### config.mk
export PLATFORM = sky130hd
export DESIGN_NAME = one_wire_bus_master_core
export DESIGN_NICKNAME = d
export VERILOG_FILES = /design/src/hw/rtl/owbm_pkg.sv /design/src/hw/rtl/owbm_cfg.sv /design/src/hw/rtl/owbm_engine.sv /design/src/hw/rtl/one_wire_bus_master_core.sv
export SDC_FILE = /design/constraint.sdc
export NUM_CORES = 1
export LEC_CHECK = 0
export BUFFER_PORTS_ARGS = -buffer_cell sky130_fd_sc_hd__buf_2
export CAP_MARGIN = 10
export CORE_MARGIN = 1.5
export CORE_UTILIZATION = 35
export CTS_CLUSTER_SIZE = 16
export DETAILED_ROUTE_END_ITERATION = 6
export GPL_TIMING_DRIVEN = 0
export PLACE_DENSITY = 0.55
export SYNTH_ARGS = -nofsm -noshare
export SYNTH_HDL_FRONTEND = slang
export SYNTH_HIERARCHICAL = 1
export SYNTH_SLANG_ARGS = --single-unit
### constraint.sdc
create_clock -name clock -period 5.6 [get_ports clock]
set_clock_uncertainty 0.2 [all_clocks]
set_input_delay 0.28 -clock clock [delete_from_list [all_inputs] [get_ports clock]]
set_output_delay 0.28 -clock clock [all_outputs]
set_load 0.05 [all_outputs]
### src/hw/rtl/owbm_pkg.sv
// Shared types and command codes for the one-wire bus master core.
`timescale 1ns / 1ps

package owbm_pkg;

   // Request command codes
   typedef enum logic [1:0] {
      OP_TICK  = 2'd0,
      OP_RESET = 2'd1,
      OP_WRITE = 2'd2,
      OP_READ  = 2'd3
   } op_type;

   // Configuration register indexes
   typedef enum logic [2:0] {
      REG_RESET_LOW    = 3'd0,
      REG_RESET_SAMPLE = 3'd1,
      REG_RESET_PERIOD = 3'd2,
      REG_WRITE_ONE    = 3'd3,
      REG_WRITE_ZERO   = 3'd4,
      REG_READ_LOW     = 3'd5,
      REG_READ_SAMPLE  = 3'd6,
      REG_SLOT_PERIOD  = 3'd7
   } reg_index_type;

   localparam int unsigned TICK_W = 16;

   // Timing registers as seen by the engine
   typedef struct packed {
      logic [TICK_W-1:0] reset_low_ticks;
      logic [TICK_W-1:0] reset_sample_ticks;
      logic [TICK_W-1:0] reset_period_ticks;
      logic [TICK_W-1:0] write_one_low_ticks;
      logic [TICK_W-1:0] write_zero_low_ticks;
      logic [TICK_W-1:0] read_low_ticks;
      logic [TICK_W-1:0] read_sample_ticks;
      logic [TICK_W-1:0] slot_period_ticks;
   } cfg_type;

   // One result item, packed lowest field last so rsp_tdata maps directly
   typedef struct packed {
      logic [7:0] read_data;
      logic       presence_found;
      logic       done_res;
      logic       rejected;
      logic       busy_res;
      logic       drive_low;
   } rsp_type;

   localparam int unsigned RSP_W = $bits(rsp_type);

endpackage

### src/hw/rtl/owbm_cfg.sv
// Timing register file written through the csr port.
`timescale 1ns / 1ps

module owbm_cfg (
   input  logic                                clock,
   input  logic                                reset,
   input  logic                                csr_we,
   input  logic [2:0]                          csr_index,
   input  logic [owbm_pkg::TICK_W-1:0]         csr_wdata,
   output owbm_pkg::cfg_type                   cfg
);

   owbm_pkg::cfg_type cfg_ff;

   // Registers load their defaults at reset and take writes by index
   always_ff @(posedge clock) begin
      if (reset) begin
         cfg_ff.reset_low_ticks      <= 16'd4000;
         cfg_ff.reset_sample_ticks   <= 16'd4520;
         cfg_ff.reset_period_ticks   <= 16'd8200;
         cfg_ff.write_one_low_ticks  <= 16'd120;
         cfg_ff.write_zero_low_ticks <= 16'd512;
         cfg_ff.read_low_ticks       <= 16'd8;
         cfg_ff.read_sample_ticks    <= 16'd64;
         cfg_ff.slot_period_ticks    <= 16'd592;
      end else if (csr_we) begin
         case (owbm_pkg::reg_index_type'(csr_index))
            owbm_pkg::REG_RESET_LOW:    cfg_ff.reset_low_ticks      <= csr_wdata;
            owbm_pkg::REG_RESET_SAMPLE: cfg_ff.reset_sample_ticks   <= csr_wdata;
            owbm_pkg::REG_RESET_PERIOD: cfg_ff.reset_period_ticks   <= csr_wdata;
            owbm_pkg::REG_WRITE_ONE:    cfg_ff.write_one_low_ticks  <= csr_wdata;
            owbm_pkg::REG_WRITE_ZERO:   cfg_ff.write_zero_low_ticks <= csr_wdata;
            owbm_pkg::REG_READ_LOW:     cfg_ff.read_low_ticks       <= csr_wdata;
            owbm_pkg::REG_READ_SAMPLE:  cfg_ff.read_sample_ticks    <= csr_wdata;
            owbm_pkg::REG_SLOT_PERIOD:  cfg_ff.slot_period_ticks    <= csr_wdata;
            default: ;
         endcase
      end
   end

   assign cfg = cfg_ff;

endmodule

### src/hw/rtl/owbm_engine.sv
// Transaction state and per-tick slot logic of the one-wire master.
`timescale 1ns / 1ps

module owbm_engine (
   input  logic                   clock,
   input  logic                   reset,
   input  logic                   step_en,
   input  logic [1:0]             op,
   input  logic [7:0]             data_byte,
   input  logic                   line_level,
   input  owbm_pkg::cfg_type      cfg,
   output owbm_pkg::rsp_type      rsp
);

   typedef enum logic [1:0] {
      PH_IDLE  = 2'd0,
      PH_RESET = 2'd1,
      PH_WRITE = 2'd2,
      PH_READ  = 2'd3
   } phase_type;

   phase_type                        phase_ff, phase_in;
   logic [owbm_pkg::TICK_W-1:0]      tick_ff, tick_in;
   logic [2:0]                       bit_ff, bit_in;
   logic [7:0]                       shift_ff, shift_in;
   logic                             presence_ff, presence_in;
   logic [7:0]                       last_read_ff, last_read_in;

   phase_type                        ph;
   logic [owbm_pkg::TICK_W-1:0]      low;
   logic [owbm_pkg::TICK_W-1:0]      period;
   logic [owbm_pkg::TICK_W:0]        next_t;
   logic                             drive, rej, done;

   // One tick of the transaction
   always_comb begin
      ph           = phase_ff;
      tick_in      = tick_ff;
      bit_in       = bit_ff;
      shift_in     = shift_ff;
      presence_in  = presence_ff;
      last_read_in = last_read_ff;
      rej          = 1'b0;
      done         = 1'b0;
      drive        = 1'b0;
      low          = '0;
      period       = '0;

      // Start or reject a command
      if (owbm_pkg::op_type'(op) != owbm_pkg::OP_TICK) begin
         if (phase_ff != PH_IDLE) begin
            rej = 1'b1;
         end else begin
            tick_in = '0;
            bit_in  = '0;
            case (owbm_pkg::op_type'(op))
               owbm_pkg::OP_RESET: begin
                  ph          = PH_RESET;
                  presence_in = 1'b0;
                  shift_in    = '0;
               end
               owbm_pkg::OP_WRITE: begin
                  ph       = PH_WRITE;
                  shift_in = data_byte;
               end
               default: begin
                  ph       = PH_READ;
                  shift_in = '0;
               end
            endcase
         end
      end

      // Slot timing for the running transaction
      case (ph)
         PH_RESET: begin
            low    = cfg.reset_low_ticks;
            period = cfg.reset_period_ticks;
            if (tick_in == cfg.reset_sample_ticks) presence_in = ~line_level;
         end
         PH_WRITE: begin
            low    = shift_in[bit_in] ? cfg.write_one_low_ticks
                                      : cfg.write_zero_low_ticks;
            period = cfg.slot_period_ticks;
         end
         PH_READ: begin
            low    = cfg.read_low_ticks;
            period = cfg.slot_period_ticks;
            if (tick_in == cfg.read_sample_ticks && line_level) shift_in[bit_in] = 1'b1;
         end
         default: ;
      endcase

      next_t   = {1'b0, tick_in} + (owbm_pkg::TICK_W+1)'(1);
      phase_in = ph;
      if (ph != PH_IDLE) begin
         drive = (tick_in < low);
         if (next_t >= {1'b0, period}) begin
            tick_in = '0;
            if (ph == PH_RESET || bit_in == 3'd7) begin
               if (ph == PH_READ) last_read_in = shift_in;
               phase_in = PH_IDLE;
               bit_in   = '0;
               done     = 1'b1;
            end else begin
               bit_in = bit_in + 3'd1;
            end
         end else begin
            tick_in = next_t[owbm_pkg::TICK_W-1:0];
         end
      end

      rsp.drive_low      = drive;
      rsp.busy_res       = (phase_in != PH_IDLE);
      rsp.rejected       = rej;
      rsp.done_res       = done;
      rsp.presence_found = presence_in;
      rsp.read_data      = last_read_in;
   end

   // State advances once per accepted request
   always_ff @(posedge clock) begin
      if (reset) begin
         phase_ff     <= PH_IDLE;
         tick_ff      <= '0;
         bit_ff       <= '0;
         shift_ff     <= '0;
         presence_ff  <= 1'b0;
         last_read_ff <= '0;
      end else if (step_en) begin
         phase_ff     <= phase_in;
         tick_ff      <= tick_in;
         bit_ff       <= bit_in;
         shift_ff     <= shift_in;
         presence_ff  <= presence_in;
         last_read_ff <= last_read_in;
      end
   end

endmodule

### src/hw/rtl/one_wire_bus_master_core.sv
// Top level of the one-wire bus master: request register, engine, result register.
//
// Usage: each request on req_* is one tick of the 1/8 us time base. req_tuser
// carries the command (tick, bus reset, write byte, read byte), req_tdata the
// byte to send and the sampled bus level. Every request yields exactly one
// result on rsp_*: drive_low for the bus, busy, rejected, done, presence
// status and the last byte read.
// Path: a request is captured in the request register, passes the engine, and its
// result is captured in the result register, from which it shows on rsp_*.
// Throughput: one request per cycle while rsp_tready does not hold the result register;
// the engine state updates once per accepted request, so back-to-back ticks run at full rate.
// Stalls: when rsp_tready is low the result register holds and the request
// register fills; req_tready drops only once both are occupied.
// Reset: synchronous; clears both registers and the transaction state, and loads
// the default timing registers. Timing registers are written through csr_* only
// while no request is in flight, a rule on the user that the block does not enforce;
// a write applies from the next request on, also in the middle of a transaction.
`timescale 1ns / 1ps

module one_wire_bus_master_core (
   input  logic                            clock,
   input  logic                            reset,
   // request channel
   input  logic                            req_tvalid,
   output logic                            req_tready,
   input  logic [15:0]                     req_tdata,  // [7:0] data_byte, [8] line_level
   input  logic [1:0]                      req_tuser,  // [1:0] operation
   // result channel
   output logic                            rsp_tvalid,
   input  logic                            rsp_tready,
   output logic [15:0]                     rsp_tdata,  // [0] drive_low, [1] busy_res,
                                                       // [2] rejected, [3] done_res,
                                                       // [4] presence_found, [12:5] read_data
   // configuration
   input  logic                            csr_we,
   input  logic [2:0]                      csr_index,
   input  logic [owbm_pkg::TICK_W-1:0]     csr_wdata
);

   owbm_pkg::cfg_type cfg;
   owbm_pkg::rsp_type step_rsp;

   logic       in_valid_ff;
   logic [1:0] in_op_ff;
   logic [7:0] in_data_ff;
   logic       in_line_ff;

   logic              out_valid_ff;
   owbm_pkg::rsp_type out_data_ff;

   logic advance;

   assign advance    = in_valid_ff && (!out_valid_ff || rsp_tready);
   assign req_tready = !in_valid_ff || advance;

   owbm_cfg u_cfg (
      .clock     (clock),
      .reset     (reset),
      .csr_we    (csr_we),
      .csr_index (csr_index),
      .csr_wdata (csr_wdata),
      .cfg       (cfg)
   );

   owbm_engine u_engine (
      .clock      (clock),
      .reset      (reset),
      .step_en    (advance),
      .op         (in_op_ff),
      .data_byte  (in_data_ff),
      .line_level (in_line_ff),
      .cfg        (cfg),
      .rsp        (step_rsp)
   );

   // Request register
   always_ff @(posedge clock) begin
      if (reset) begin
         in_valid_ff <= 1'b0;
      end else if (req_tready) begin
         in_valid_ff <= req_tvalid;
      end
   end

   always_ff @(posedge clock) begin
      if (req_tready && req_tvalid) begin
         in_op_ff   <= req_tuser;
         in_data_ff <= req_tdata[7:0];
         in_line_ff <= req_tdata[8];
      end
   end

   // Result register
   always_ff @(posedge clock) begin
      if (reset) begin
         out_valid_ff <= 1'b0;
      end else if (advance) begin
         out_valid_ff <= 1'b1;
      end else if (rsp_tready) begin
         out_valid_ff <= 1'b0;
      end
   end

   always_ff @(posedge clock) begin
      if (advance) begin
         out_data_ff <= step_rsp;
      end
   end

   assign rsp_tvalid = out_valid_ff;
   assign rsp_tdata  = {{(16 - owbm_pkg::RSP_W){1'b0}}, out_data_ff};

endmodule

==> flow_metrics.py <==
metrics = {
    "clock_tree": {
        "path_clk_slew_ns": 0.08,
        "clockBufferDepth": 2,
        "insertion_delay_ns": 0.45,
        "cts_max_level": 4,
        "clock-sinks": 192,
        "clockRootBuffer": "clkbuf_16",
        "tritoncts": "yes",
        "cts_setup_buffers": 0,
        "cts_made_buffers": 17,
    },
    "logic_synthesis": {
        "avgSynthCellArea_um2": 9.39,
        "async_flop_share_pct": 0,
        "synth_ff_type": "dfxtp_1",
        "synthCells": 1093,
        "synth_edf_count": 24,
        "ys.warnings.count": 6,
        "synthesis.area_um2": 10300,
        "seq_area_frac_synth_pct": 39.8,
        "synth_seq_cells": 192,
        "synth_cell_types": 73,
    },
    "power_and_ir_drop": {
        "power_density_nw_per_um2": 261,
        "clockPowerShare_pct": 39.8,
        "ir_drop_v": 0.000189,
        "power_mw": 3.07,
        "p_leak_nw": 4.89,
        "p_sw_uw": 901,
        "sw_frac_of_total_pct": 29.4,
        "comb_power_share_pct": 12.9,
        "p_seq_share_pct": 47.3,
        "p_int_mw": 2.17,
    },
    "finish": {
        "nets": 1255,
        "final_common_cell": "dfxtp_1",
        "fin_cells": 1576,
        "final_util_pct": 40.9,
        "synthToLayoutAreaGrowth_pct": 14.7,
        "antenna_cells": 0,
        "final_cell_area_um2": 11800,
        "final_cell_mix": "dfxtp_1 (168), mux2i_1 (131), nand2b_1 (126)",
        "drive_above_1_share_pct": 11.8,
    },
    "critical_path": {
        "arrival_ns": 5.21,
        "cp_max_fo": 12,
        "end_kind": "register",
        "startpoint_type": "register",
        "cp_top_family": "compound AO/OA/AOI/OAI gates",
        "path_cells": "inv_1, a21oi_1, nor2_2, clkbuf_2, buf_1, a22oi_1, ha_1, a21o_1, a2111oi_0, o21ai_0, a21oi_1, and2_4, clkbuf_2, nor3_1, buf_4",
        "worst-path-buf-inv": 5,
        "worstPathRequired_ns": 5.61,
        "critical_path.max_stage_delay_ns": 0.51,
        "crit_type": "reg -> reg",
        "crit_path_top_delay_cell": "edfxtp_1",
    },
    "placed_design": {
        "placed_cells": 1524,
        "placed_cell_area_um2": 11000,
        "globalplace.congestion": 0.904,
        "numPortBuffers": 45,
        "dpl.hpwl_mm": 23.6,
        "pre_cts_slack_ns": -0.491,
    },
    "timing": {
        "grt_setup_unrepaired": "no",
        "relSlewSlack_pct": 25.4,
        "post-route-min-period_ns": 5.20,
        "finalSetupTns_ns": 0,
        "fin_crit_sh_pct": 92.8,
        "max_freq_mhz": 192,
        "slew_viol_final": 0,
        "final-hold-violation-count": 0,
        "hold_ws_ns": 0.00751,
        "setup_ws_ns": 0.403,
        "finalSetupViolCount": 0,
        "worstMarginPinSlew_ns": 1.12,
    },
    "detailed_routing": {
        "first_iter_violations": 897,
        "vias": 8486,
        "wl_mm": 32.3,
        "routedWlPerCell_um": 20.5,
        "drc": 0,
        "via_per_inst": 5.38,
        "drt-pass1-iter-count": 5,
        "ant_nets": 0,
    },
    "min_path": {
        "hp-class": "in -> reg",
    },
    "run_status": {
        "status": "complete, no violations",
    },
    "global_route": {
        "grt_pass1_wl_mm": 48.9,
        "grt_pass1_vias": 8053,
        "antenna_found_initial": 0,
        "overflow": 0,
        "grtUsageMet2_pct": 34.5,
        "use_met3_pct": 2.87,
        "gr-max-usage-layer": "met2",
        "grt.total_usage_pct": 21.3,
        "use_met1_pct": 29.7,
        "grt_max_degree": 20,
    },
    "floorplanning": {
        "die_w_um": 174,
        "die_h_um": 174,
        "ios": 60,
        "std_cell_rows": 62,
        "core_area_um2": 28800,
        "die_area_um2": 30400,
        "initial_core_util_pct": 35.7,
    },
    "flow_run": {
        "maxCapViolations": 0,
    },
}
-- cells in the mapped netlist (all sizes together) (10+ instances only) --
cell	number	share of area (%)
buf	47	2.8
nand3	27	1.3
mux2i	131	13
clkbuf	52	1.9
ha	34	4.1
o21ai	29	1.4
inv	23	0.84
a31oi	10	0.61
nand2b	126	7.7
a211oi	23	1.7
nor4bb	12	1.2
nor2	86	3.2
a21oi	64	3.2
xnor2	19	1.6
xor2	14	1.2
a311oi	16	1.4
edfxtp	24	7.0
a22oi	17	1.3
nand2	46	1.7
a22o	24	2.0
dfxtp	168	33
-- final cells by class --
cell class | instances | area (um2)
fill | 2880 | 17000
multi-input combinational | 781 | 5630
sequential | 192 | 4080
buffer | 98 | 485
tap | 384 | 480
clock buffer | 19 | 437
timing repair buffer | 66 | 435
clock inverter | 13 | 140
inverter | 23 | 86.3
-- flip-flops by register name, indices dropped and copies added, names as in the netlist --
signal,count
rsp_tvalid,1
u_cfg/cfg,128
u_engine/presence_ff,1
u_engine/bit_ff,3
in_op_ff,2
u_engine/tick_ff,16
rsp_tdata,13
u_engine/last_read_ff,8
in_valid_ff,1
in_data_ff,8
u_engine/shift_ff,8
u_engine/phase_ff,2
in_line_ff,1
-- worst paths after layout --
check,slack (ns),cells past startpoint,start,to
worst max register to register,0.40,15,in_op_ff[1],rsp_tdata[3]
worst min register to register,0.28,2,u_cfg/cfg[88],u_cfg/cfg[88]
worst max-delay path,0.40,15,in_op_ff[1],rsp_tdata[3]
worst min-delay path,0.008,3,csr_index[0],u_cfg/cfg[123]
-- worst min-delay path, delay by kind of cell --
kind                   cells  cell delay (ns)
buffers and inverters      1             0.11
muxes                      1             0.13
and+or+nand+nor            1             0.10
-- kinds of logic after synthesis --
logic type / synth area share, %
simple gates: 19.3
compound gates: 15.6
flops: 39.8
mux: 12.8
buf+inv: 5.54
fa+ha+maj: 4.14
xor+xnor: 2.81
other cells: 0.0365
-- power groups by stage --
stage	clock network, mW	logic [mW]	registers [mW]
6_report	1.22	0.396	1.45
5_1_grt	1.31	0.422	1.46
4_1_cts	1.24	0.391	1.45
3_5_place_dp	0	0.378	1.48
3_3_place_gp	0	0.377	1.48
2_1_floorplan	0	0.237	1.49
-- layer usage --
metal	part of all wire [%]	vias up
li1	-	4098
met1	47	4107
met2	46	251
met3	5.1	30
met4	1.8	0
met5	0	-
-- timing repair --
action                                 4_1_cts  5_1_grt
resized for setup                            3        7
setup endpoints to repair                   25       22
endpoints found under the hold margin       23        0
hold buffers                                21        0
cloned                                       0        0
Power figures use the tool's default switching activity.
